[config.mk]
export PLATFORM = sky130hd
export DESIGN_NAME = chunk_record_stream_parser
export DESIGN_NICKNAME = d
export VERILOG_FILES = /design/src/rtl/crsp_pkg.sv /design/src/rtl/chunk_record_stream_parser.sv
export SDC_FILE = /design/constraint.sdc
export NUM_CORES = 1
export LEC_CHECK = 0
export BUFFER_PORTS_ARGS = -buffer_cell sky130_fd_sc_hd__buf_2
export CAP_MARGIN = 10
export CORE_AREA = 10 10 159 161
export DETAILED_ROUTE_END_ITERATION = 8
export DIE_AREA = 0 0 169 171
export PLACE_DENSITY_LB_ADDON = 0.2
export REMOVE_ABC_BUFFERS = 1
export SYNTH_ARGS = -nofsm -noshare
export SYNTH_HDL_FRONTEND = slang
export SYNTH_SLANG_ARGS = --single-unit
[constraint.sdc]
create_clock -name clk -period 10.35 [get_ports clk]
set_input_delay 1.5525 -clock clk [delete_from_list [all_inputs] [get_ports clk]]
set_output_delay 1.5525 -clock clk [all_outputs]
set_load 0.05 [all_outputs]
[src/rtl/crsp_pkg.sv]
// ----------------------------------------------------------------------------
// Chunk record stream parser package
// Phase, field kind and status codes, frame geometry and field lengths.
// ----------------------------------------------------------------------------
package crsp_pkg;

	localparam int unsigned SECTION_COUNT      = 16;
	localparam int unsigned BLOCKS_PER_SECTION = 4096;

	localparam logic [4:0]  SECTION_LIMIT = 5'(SECTION_COUNT);
	localparam logic [16:0] BLOCK_LIMIT   = 17'(BLOCKS_PER_SECTION);

	typedef logic [3:0] phase_t;
	typedef logic [2:0] kind_t;
	typedef logic [1:0] status_t;

	localparam phase_t PH_MAGIC   = 4'd0;
	localparam phase_t PH_VERSION = 4'd1;
	localparam phase_t PH_FLAGS   = 4'd2;
	localparam phase_t PH_PAD     = 4'd3;
	localparam phase_t PH_X       = 4'd4;
	localparam phase_t PH_Y       = 4'd5;
	localparam phase_t PH_Z       = 4'd6;
	localparam phase_t PH_PCOUNT  = 4'd7;
	localparam phase_t PH_PALETTE = 4'd8;
	localparam phase_t PH_BLOCKS  = 4'd9;

	localparam kind_t KIND_FLAGS   = 3'd0;
	localparam kind_t KIND_X       = 3'd1;
	localparam kind_t KIND_Y       = 3'd2;
	localparam kind_t KIND_Z       = 3'd3;
	localparam kind_t KIND_PCOUNT  = 3'd4;
	localparam kind_t KIND_PALETTE = 3'd5;
	localparam kind_t KIND_BLOCK   = 3'd6;
	localparam kind_t KIND_NONE    = 3'd7;

	localparam status_t ST_OK          = 2'd0;
	localparam status_t ST_BAD_MAGIC   = 2'd1;
	localparam status_t ST_BAD_VERSION = 2'd2;
	localparam status_t ST_TRUNCATED   = 2'd3;

	localparam logic REG_MAGIC   = 1'b0;
	localparam logic REG_VERSION = 1'b1;

	// Number of bytes in the field of a phase, minus one.
	function automatic logic [1:0] phase_last_byte(input phase_t ph);
		logic [1:0] n;
		unique case (ph)
			PH_MAGIC, PH_X, PH_Y, PH_Z:               n = 2'd3;
			PH_VERSION, PH_PCOUNT, PH_PALETTE, PH_BLOCKS: n = 2'd1;
			default:                                  n = 2'd0;
		endcase
		return n;
	endfunction

endpackage

[src/rtl/chunk_record_stream_parser.sv]
// ----------------------------------------------------------------------------
// Chunk record stream parser
// Parses a little-endian chunk record byte by byte and emits one result per
// completed field but magic, version or pad; the closing result has the status.
// ----------------------------------------------------------------------------
// Takes one byte per clock cycle, back to back. Each accepted byte updates the
// parse state in the same cycle and, if it completes a reported field or closes
// the frame, loads the single output register; results appear in the cycle after
// the byte that causes them. The input stalls only while a result sits in the
// output register and the output side stalls. Write the magic and version
// registers only while the parser is idle.
module chunk_record_stream_parser
	import crsp_pkg::*;
(
	input  logic        clk,
	input  logic        arst_n,

	input  logic        cfg_write_en,
	input  logic        cfg_index,
	input  logic [31:0] cfg_data,

	input  logic        in_valid,
	output logic        in_stall,
	input  logic [7:0]  in_byte,
	input  logic        last_byte,

	output logic        out_valid,
	input  logic        out_stall,
	output logic [2:0]  field_kind,
	output logic [3:0]  section_number,
	output logic [15:0] item_index,
	output logic [31:0] field_value,
	output logic        end_of_frame,
	output logic [1:0]  frame_status
);

	logic [31:0] magic_q;
	logic [15:0] version_q;

	phase_t      phase_q,   phase_d;
	logic [1:0]  bif_q,     bif_d;
	logic [31:0] shift_q,   shift_d;
	logic [4:0]  section_q, section_d;
	logic [15:0] pal_rem_q, pal_rem_d;
	logic [15:0] item_q,    item_d;
	logic        closed_q,  closed_d;

	logic        out_valid_q;
	kind_t       kind_q;
	logic [3:0]  sect_q;
	logic [15:0] idx_q;
	logic [31:0] value_q;
	logic        eof_q;
	status_t     status_q;

	logic        in_take;
	logic        res_en;
	kind_t       res_kind;
	logic [3:0]  res_sect;
	logic [15:0] res_idx;
	logic [31:0] res_value;
	logic        res_eof;
	status_t     res_status;

	assign in_stall = out_valid_q & out_stall;
	assign in_take  = in_valid & ~in_stall;

	always_comb begin
		logic [31:0] acc;
		logic        field;
		logic        eof;
		logic [15:0] item_inc;
		logic [4:0]  sect_inc;
		logic [15:0] pal_dec;

		phase_d    = phase_q;
		bif_d      = bif_q;
		shift_d    = shift_q;
		section_d  = section_q;
		pal_rem_d  = pal_rem_q;
		item_d     = item_q;
		closed_d   = closed_q;
		field      = 1'b0;
		eof        = 1'b0;
		res_kind   = KIND_NONE;
		res_sect   = 4'd0;
		res_idx    = 16'd0;
		res_value  = 32'd0;
		res_status = ST_OK;
		item_inc   = item_q + 16'd1;
		sect_inc   = section_q + 5'd1;
		pal_dec    = pal_rem_q - 16'd1;

		case (bif_q)
			2'd0:    acc = shift_q | {24'd0, in_byte};
			2'd1:    acc = shift_q | {16'd0, in_byte, 8'd0};
			2'd2:    acc = shift_q | {8'd0, in_byte, 16'd0};
			default: acc = shift_q | {in_byte, 24'd0};
		endcase

		if (!closed_q) begin
			if (bif_q < phase_last_byte(phase_q)) begin
				shift_d = acc;
				bif_d   = bif_q + 2'd1;
			end else begin
				shift_d = 32'd0;
				bif_d   = 2'd0;
				unique case (phase_q)
					PH_MAGIC: begin
						if (acc != magic_q) begin
							eof        = 1'b1;
							res_status = ST_BAD_MAGIC;
						end else begin
							phase_d = PH_VERSION;
						end
					end
					PH_VERSION: begin
						if (acc[15:0] != version_q) begin
							eof        = 1'b1;
							res_status = ST_BAD_VERSION;
						end else begin
							phase_d = PH_FLAGS;
						end
					end
					PH_FLAGS: begin
						field     = 1'b1;
						res_kind  = KIND_FLAGS;
						res_value = acc;
						phase_d   = PH_PAD;
					end
					PH_PAD: begin
						phase_d = PH_X;
					end
					PH_X, PH_Y, PH_Z: begin
						field     = 1'b1;
						res_kind  = kind_t'(phase_q - PH_X) + KIND_X;
						res_value = acc;
						phase_d   = phase_q + 4'd1;
					end
					PH_PCOUNT: begin
						field     = 1'b1;
						res_kind  = KIND_PCOUNT;
						res_sect  = section_q[3:0];
						res_value = acc;
						pal_rem_d = acc[15:0];
						item_d    = 16'd0;
						phase_d   = (acc[15:0] != 16'd0) ? PH_PALETTE : PH_BLOCKS;
					end
					PH_PALETTE: begin
						field     = 1'b1;
						res_kind  = KIND_PALETTE;
						res_sect  = section_q[3:0];
						res_idx   = item_q;
						res_value = acc;
						item_d    = item_inc;
						pal_rem_d = pal_dec;
						if (pal_dec == 16'd0) begin
							item_d  = 16'd0;
							phase_d = PH_BLOCKS;
						end
					end
					PH_BLOCKS: begin
						field     = 1'b1;
						res_kind  = KIND_BLOCK;
						res_sect  = section_q[3:0];
						res_idx   = item_q;
						res_value = acc;
						item_d    = item_inc;
						if ({1'b0, item_inc} >= BLOCK_LIMIT) begin
							item_d    = 16'd0;
							section_d = sect_inc;
							if (sect_inc >= SECTION_LIMIT) begin
								eof = 1'b1;
							end else begin
								phase_d = PH_PCOUNT;
							end
						end
					end
					default: begin
						// unreachable phase: rearm at the magic
						phase_d = PH_MAGIC;
					end
				endcase
			end
			if (!eof && last_byte) begin
				eof        = 1'b1;
				res_status = ST_TRUNCATED;
			end
			if (eof) begin
				closed_d = 1'b1;
			end
		end

		// last byte of the buffer always rearms the parser
		if (last_byte && (closed_q || eof)) begin
			phase_d   = PH_MAGIC;
			bif_d     = 2'd0;
			shift_d   = 32'd0;
			section_d = 5'd0;
			pal_rem_d = 16'd0;
			item_d    = 16'd0;
			closed_d  = 1'b0;
		end

		res_eof = eof;
		res_en  = in_take & (field | eof);
	end

	always_ff @(posedge clk or negedge arst_n) begin
		if (!arst_n) begin
			magic_q   <= 32'd0;
			version_q <= 16'd1;
		end else if (cfg_write_en) begin
			unique case (cfg_index)
				REG_MAGIC:   magic_q   <= cfg_data;
				REG_VERSION: version_q <= cfg_data[15:0];
				default:     ;
			endcase
		end
	end

	always_ff @(posedge clk or negedge arst_n) begin
		if (!arst_n) begin
			phase_q   <= PH_MAGIC;
			bif_q     <= 2'd0;
			shift_q   <= 32'd0;
			section_q <= 5'd0;
			pal_rem_q <= 16'd0;
			item_q    <= 16'd0;
			closed_q  <= 1'b0;
		end else if (in_take) begin
			phase_q   <= phase_d;
			bif_q     <= bif_d;
			shift_q   <= shift_d;
			section_q <= section_d;
			pal_rem_q <= pal_rem_d;
			item_q    <= item_d;
			closed_q  <= closed_d;
		end
	end

	always_ff @(posedge clk or negedge arst_n) begin
		if (!arst_n) begin
			out_valid_q <= 1'b0;
		end else if (res_en) begin
			out_valid_q <= 1'b1;
		end else if (!out_stall) begin
			out_valid_q <= 1'b0;
		end
	end

	always_ff @(posedge clk) begin
		if (res_en) begin
			kind_q   <= res_kind;
			sect_q   <= res_sect;
			idx_q    <= res_idx;
			value_q  <= res_value;
			eof_q    <= res_eof;
			status_q <= res_status;
		end
	end

	assign out_valid      = out_valid_q;
	assign field_kind     = kind_q;
	assign section_number = sect_q;
	assign item_index     = idx_q;
	assign field_value    = value_q;
	assign end_of_frame   = eof_q;
	assign frame_status   = status_q;

	a_status_only_on_close: assert property (@(posedge clk) disable iff (!arst_n)
		out_valid_q && !eof_q |-> status_q == ST_OK)
		else $error("status set on a result that does not close the frame");

	a_none_only_on_close: assert property (@(posedge clk) disable iff (!arst_n)
		out_valid_q && kind_q == KIND_NONE |-> eof_q)
		else $error("empty result that does not close the frame");

	a_section_in_range: assert property (@(posedge clk) disable iff (!arst_n)
		!closed_q |-> section_q < SECTION_LIMIT)
		else $error("section counter past the last section in an open frame");

	a_byte_in_field: assert property (@(posedge clk) disable iff (!arst_n)
		bif_q <= phase_last_byte(phase_q))
		else $error("byte position past the end of the field");

	a_phase_in_range: assert property (@(posedge clk) disable iff (!arst_n)
		phase_q <= PH_BLOCKS)
		else $error("parse phase out of range");

endmodule
* Word-level counts from Yosys, hierarchy flattened
Memories as Yosys holds them, arrays and structs flattened.
Index checks and enable logic that the tools add are counted.
** Storage, ports and cells
- ROM bits :: 32
- Input port bits :: 47
- Memories kept :: 1
- Register bits :: 183
** Memories
- (name not given) :: depth 16, width 2, read ports 1, clocked after memory_dff 0, write ports 0, line crsp_pkg.sv:48 : unique case (ph)
** Operators by class
- Multiplexer cells :: 57
- Bitwise gates (word level) :: 13
- Add/subtract/negate cells :: 7
- $lt $le $gt $ge :: 3
- Reduce and logical (&&, ||, !) cells :: 27
- Eq/ne operators :: 21
** Operator list (number)
- 16-bit 2-to-1 mux :: 8
- 32-bit 2-to-1 mux :: 3
- 32-bit case mux with 3 select lines :: 1
- 16-bit case mux with 3 select lines :: 1
- 4-bit 2-to-1 mux :: 8
- 32-bit inequality test :: 1
- 32-bit by 16-bit OR with 32-bit output :: 1
- 32-bit by 24-bit OR with 32-bit output :: 1
- 32-bit OR :: 1
- 32-bit by 8-bit OR with 32-bit output :: 1
- 16-bit case mux with 2 select lines :: 1
- 4-bit case mux with 8 select lines :: 1
- 5-bit 2-to-1 mux :: 5
- 1-bit 2-to-1 mux :: 19
- 16-bit by 1-bit adder with 16-bit output (second input constant) :: 1
- 4-bit by 3-bit == test with 1-bit output (second input constant) :: 4
- 16-bit by 13-bit >= comparator with 1-bit output (second input constant) :: 1
- 16-bit logical NOT :: 1
- 16-bit inequality test :: 1
- 16-bit nonzero test :: 1
- 16-bit by 1-bit subtractor with 16-bit output (second input constant) :: 1
- 3-bit inequality test (second input constant) :: 5
- 3-bit case mux with 5 select lines :: 1
- 3-bit OR reduction :: 5
- other kinds (33) :: 55

* Logic depth before layout (Yosys ltp)
- Depth after elaboration :: 16
- Depth in mapped cells :: 13
- Depth with buffers taken out :: 11

* Worst setup path before layout
OpenSTA, ideal clock, no wires.
- Kind :: input -> register
- Start :: input port in_byte[3]
- End :: register eof_q (netlist: end_of_frame) (enable)
- Path buffers :: 1
- Path slack :: 2669 ps
- Setup time :: 561 ps
- Cell stages on the path :: 9
- Arrival time :: 7120 ps
- Path through :: nor2b_1 clkbuf_1 o22ai_2 o22a_4 o221ai_2 or4_4 o311ai_4 a31o_2 a211oi_1
** Between the ends
- Word-level cells in the longest chain between the ends :: 14
** RTL lines
- start, declared :: line chunk_record_stream_parser.sv:24 : input logic [7:0] in_byte,
- 32-bit by 8-bit OR with 32-bit output (tied with other cells) :: line chunk_record_stream_parser.sv:95 : 2'd0: acc = shift_q | {24'd0, in_byte};
- 32-bit case mux with 3 select lines * :: line chunk_record_stream_parser.sv:94 : case (bif_q)
- 32-bit inequality test or 16-bit inequality test (tied branches) :: line chunk_record_stream_parser.sv:110, chunk_record_stream_parser.sv:118
- 1-bit 2-to-1 mux (on tied branches) :: line chunk_record_stream_parser.sv:110, chunk_record_stream_parser.sv:118
- 1-bit case mux with 3 select lines * :: line chunk_record_stream_parser.sv:108 : unique case (phase_q)
- 1-bit 2-to-1 mux * :: line chunk_record_stream_parser.sv:102 : if (bif_q < phase_last_byte(phase_q)) begin
- 1-bit 2-to-1 mux * :: line chunk_record_stream_parser.sv:101 : if (!closed_q) begin
- 1-bit logical NOT :: line chunk_record_stream_parser.sv:185 : if (!eof && last_byte) begin
- 1-bit logical AND :: line chunk_record_stream_parser.sv:185
- 1-bit 2-to-1 mux * :: line chunk_record_stream_parser.sv:185
- 1-bit 2-to-1 mux * (2 in series) :: line chunk_record_stream_parser.sv:101
- 1-bit OR * :: line chunk_record_stream_parser.sv:206 : res_en = in_take & (field | eof);
- 1-bit AND * :: line chunk_record_stream_parser.sv:206
- via res_en :: line chunk_record_stream_parser.sv:57 : logic res_en;
- end signal, assigned :: line chunk_record_stream_parser.sv:258 : eof_q <= res_eof;
- end, declared :: line chunk_record_stream_parser.sv:53 : logic eof_q;
Mark *: on every way through the listed nets, which the timed path passes. The rest lies on a longest branch. The select of a mux whose other input is x is not followed.
A chain may end at the register's enable or synchronous reset.

* Worst setup path after layout
- Start :: register bif_q[1]
- End :: register value_q[21] (netlist: field_value[21]) (enable)
** Between the ends
- Word-level cells in the longest chain between the ends :: 14
** RTL lines
- start, declared :: line chunk_record_stream_parser.sv:41 : logic [1:0] bif_q, bif_d;
- start signal, assigned :: line chunk_record_stream_parser.sv:233 : bif_q <= bif_d;
- 2-bit == test (tied with other cells) :: line chunk_record_stream_parser.sv:94
- 32-bit case mux with 3 select lines :: line chunk_record_stream_parser.sv:94
- 32-bit inequality test or 16-bit inequality test (tied branches) :: line chunk_record_stream_parser.sv:110, chunk_record_stream_parser.sv:118
- 1-bit 2-to-1 mux (on tied branches) :: line chunk_record_stream_parser.sv:110, chunk_record_stream_parser.sv:118
- 1-bit case mux with 3 select lines :: line chunk_record_stream_parser.sv:108
- 1-bit 2-to-1 mux :: line chunk_record_stream_parser.sv:102
- 1-bit 2-to-1 mux :: line chunk_record_stream_parser.sv:101
- 1-bit logical NOT :: line chunk_record_stream_parser.sv:185
- 1-bit logical AND :: line chunk_record_stream_parser.sv:185
- 1-bit 2-to-1 mux :: line chunk_record_stream_parser.sv:185
- 1-bit 2-to-1 mux (2 in series) :: line chunk_record_stream_parser.sv:101
- 1-bit OR * :: line chunk_record_stream_parser.sv:206
- 1-bit AND * :: line chunk_record_stream_parser.sv:206
- via res_en :: line chunk_record_stream_parser.sv:57
- end signal, assigned :: line chunk_record_stream_parser.sv:257 : value_q <= res_value;
- end, declared :: line chunk_record_stream_parser.sv:52 : logic [31:0] value_q;
Marks and branches as above.

==> results.cfg <==
[hold_path]
holdCritStartpoint = shift_q[31]
hold_class = reg -> reg
worstHoldEndpoint = shift_q[31]
whs_path_depth = 2

[timing]
holdWs_ns = 0.494
drv_slew = 0
finalCritPeriodShare = 0.492
skew_ns = 0.0108
tightest_slew_ns = 1.10
finalHoldViolations = 0
slew_headroom = 0.260
clock.fmax_ghz = 0.196
finalSetupTns_ns = 0
final.min_clock_period_ns = 5.09
finalSetupViolCount = 0
rsz0062_at_grt = no

[layout]
register_area_um2 = 4870
multi_input_area_um2 = 4790
fill_cells = 2067
syn_to_final_growth_pct = 13.3
final_core_util = 0.509
final_common_cell = dfrtp_1
nNetsFinal = 1147
final_cell_mix = 124 x dfrtp_1, 107 x nor2_1, 105 x buf_2
drive_gt1_frac = 0.221
diodes = 0

[synthesis]
yosys.area_share.xor_xnor = 0.0176
synth-edff-count = 58
ys_seq_area_frac = 0.488
synthFlopType = dfrtp_1
synth_cell_types = 81
netlist_area_um2 = 9980
synth_top_family_by_area = simple AND/OR/NAND/NOR gates
synthMuxAreaShare = 0.0603
synthCells = 1004
syn_area_per_cell_um2 = 9.94
ys_ff_latch = 183
async_flop_share = 0.683
synth-simple-area-share = 0.199
ys_warn_count = 0
synthAdderAreaFrac = 0.0176
synth_compound_area_frac = 0.183

[detailed_routing]
drt_first_pass_iters = 5
wl_per_cell_um = 21.1
via_per_inst = 6.01
dr_total_vias = 8319
drt_iter0_markers = 1020
drtAntennaViolNets = 0
wirelength_um = 29200
drc = 0

[clock_tree]
clk_pin_slew_worst_paths_ns = 0.07
clock-sinks = 183
clk_latency_ns = 0.44
htreeDepth = 4
hold_buffers = 0
cts_root_buffer = clkbuf_16
cts_made_buffers = 17
ctsResizeCount = 0
cts_tree = done
clock_path_buffers = 2
cts_setup_buffers = 0

[global_routing]
gr-total-overflow = 0
grt_max_degree = 72
grt_pass1_vias = 8037
antenna_found_initial = 0
track_usage = 0.201
grt_pass1_wl_um = 46300

[floorplanning]
core_um2 = 22200
initial_core_util = 0.449
io_pins = 107
die_x_um = 169
rows = 55
die_h_um = 171
die-area_um2 = 28900

[critical_path]
worstPathArrival_ns = 5.17
cp_slowest_cell = a211oi_4
crit_fanout = 42
start_kind = flop
worstPathRequired_ns = 10.43
cp_top_family = compound AO/OA/AOI/OAI gates
reg2reg_slack_ns = 5.26
max_stage_delay_ns = 0.83
crit_path_end_kind = flop
path_common_cell = o211ai_1
path_cells = inv_1 > ha_1 > or4_1 > o211ai_1 > o22ai_1 > nor4b_1 > nand4_1 > o211ai_1 > a31o_2 > a211oi_4 > buf_4
r2r-end = field_value[21]
critPathBufInv = 2
r2r_cells = 11
reg2reg_from = bif_q[1]
crit_type = reg -> reg

[power_and_ir_drop]
p_leak_nw = 4.58
power_density_nw_per_um2 = 239
peakVddDrop_uv = 140

[job]
max_cap_viol_count = 0

[place]
io_buffer_count = 106
place_hpwl_um = 20800
place_congestion = 0.954

[run_status]
outcome = complete, no violations
-- stage by stage --
| step | std cells | setup slack, ns | power (mW) | cell area [µm²] |
|---|---|---|---|---|
| 6_report | 1384 | 5.26 | 2.70 | 11300 |
| 3_5_place_dp | 1352 | 4.88 | 2.02 | 10700 |
| 5_1_grt | 1384 | 4.97 | 2.84 | 11300 |
| 4_1_cts | 1384 | 5.27 | 2.69 | 11300 |
| 2_1_floorplan | 951 | 2.60 | 1.69 | 9740 |
| 3_3_place_gp | 1352 | 5.05 | 2.02 | 10700 |
-- synth_stat cells (17+ instances only) --
library cell,number,share of area
dfrtp_1,124,0.31
nor3_1,25,0.013
clkbuf_1,39,0.015
nand2_1,71,0.027
edfxtp_1,58,0.17
nor2_1,107,0.040
mux2_2,49,0.055
and2_1,25,0.016
o21ai_0,92,0.046
nor2b_1,17,0.011
nand2b_1,20,0.013
a21oi_1,49,0.025
inv_1,25,0.0094
-- where the power goes --
| group | leakage (nW) | internal, mW | switching, mW |
|---|---|---|---|
| Combinational | 2.12 | 0.351 | 0.700 |
| Clock | 0.290 | 0.344 | 0.317 |
| Sequential | 2.17 | 0.862 | 0.125 |
-- logic make-up (layout without fill, tap and decap cells) --
group	Yosys count	count (layout)
AOI/OAI and AO/OA	273	273
DFF	183	183
muxes	54	54
buffers and inverters	79	174
adders and majority gates	14	14
xor gates and xnor gates	20	20
and+or+nand+nor	381	381
-- worst max-delay path by stage --
stage / from / depth (start not counted) / end / slack, ns
after floorplan: bif_q[0] / 9 / end_of_frame / 2.60
after global placement: in_byte[3] / 10 / field_value[19] / 5.05
after detailed placement: in_byte[0] / 10 / field_value[23] / 4.88
after CTS: bif_q[0] / 11 / field_value[21] / 5.27
after global routing: bif_q[1] / 11 / field_value[30] / 4.97
final: bif_q[1] / 11 / field_value[21] / 5.26
-- routing by layer --
layer | wire length (µm) | track usage
met1 | 13500 | 0.287
met4 | 489 | 0.0615
met2 | 12800 | 0.297
met5 | 0 | 0
met3 | 2380 | 0.0466
-- flip-flops by register name, summed over array words and instances (netlist names), 2 cells and up --
register / count
bif_q: 2
field_kind: 3
field_value: 32
frame_status: 2
item_index: 16
item_q: 16
magic_q: 32
pal_rem_q: 16
phase_q: 4
section_number: 4
section_q: 5
shift_q: 32
version_q: 16
-- final cells by class --
cell class / count / area share
sequential: 183 / 0.431
tap: 285 / 0.0315
clock inverter: 15 / 0.0145
clock buffer: 17 / 0.0376
timing repair buffer: 116 / 0.0538
inverter: 26 / 0.00863
multi-input combinational: 742 / 0.423
-- worst register-to-register path, stage by stage (launching register included) --
cell and delay [ns]:
dfrtp_1 0.42, inv_1 0.13, ha_1 0.55, or4_1 0.62, o211ai_1 0.38, o22ai_1 0.39
nor4b_1 0.10, nand4_1 0.14, o211ai_1 0.22, a31o_2 0.33, a211oi_4 0.83, buf_4 0.60
Power figures use the tool's default switching activity.
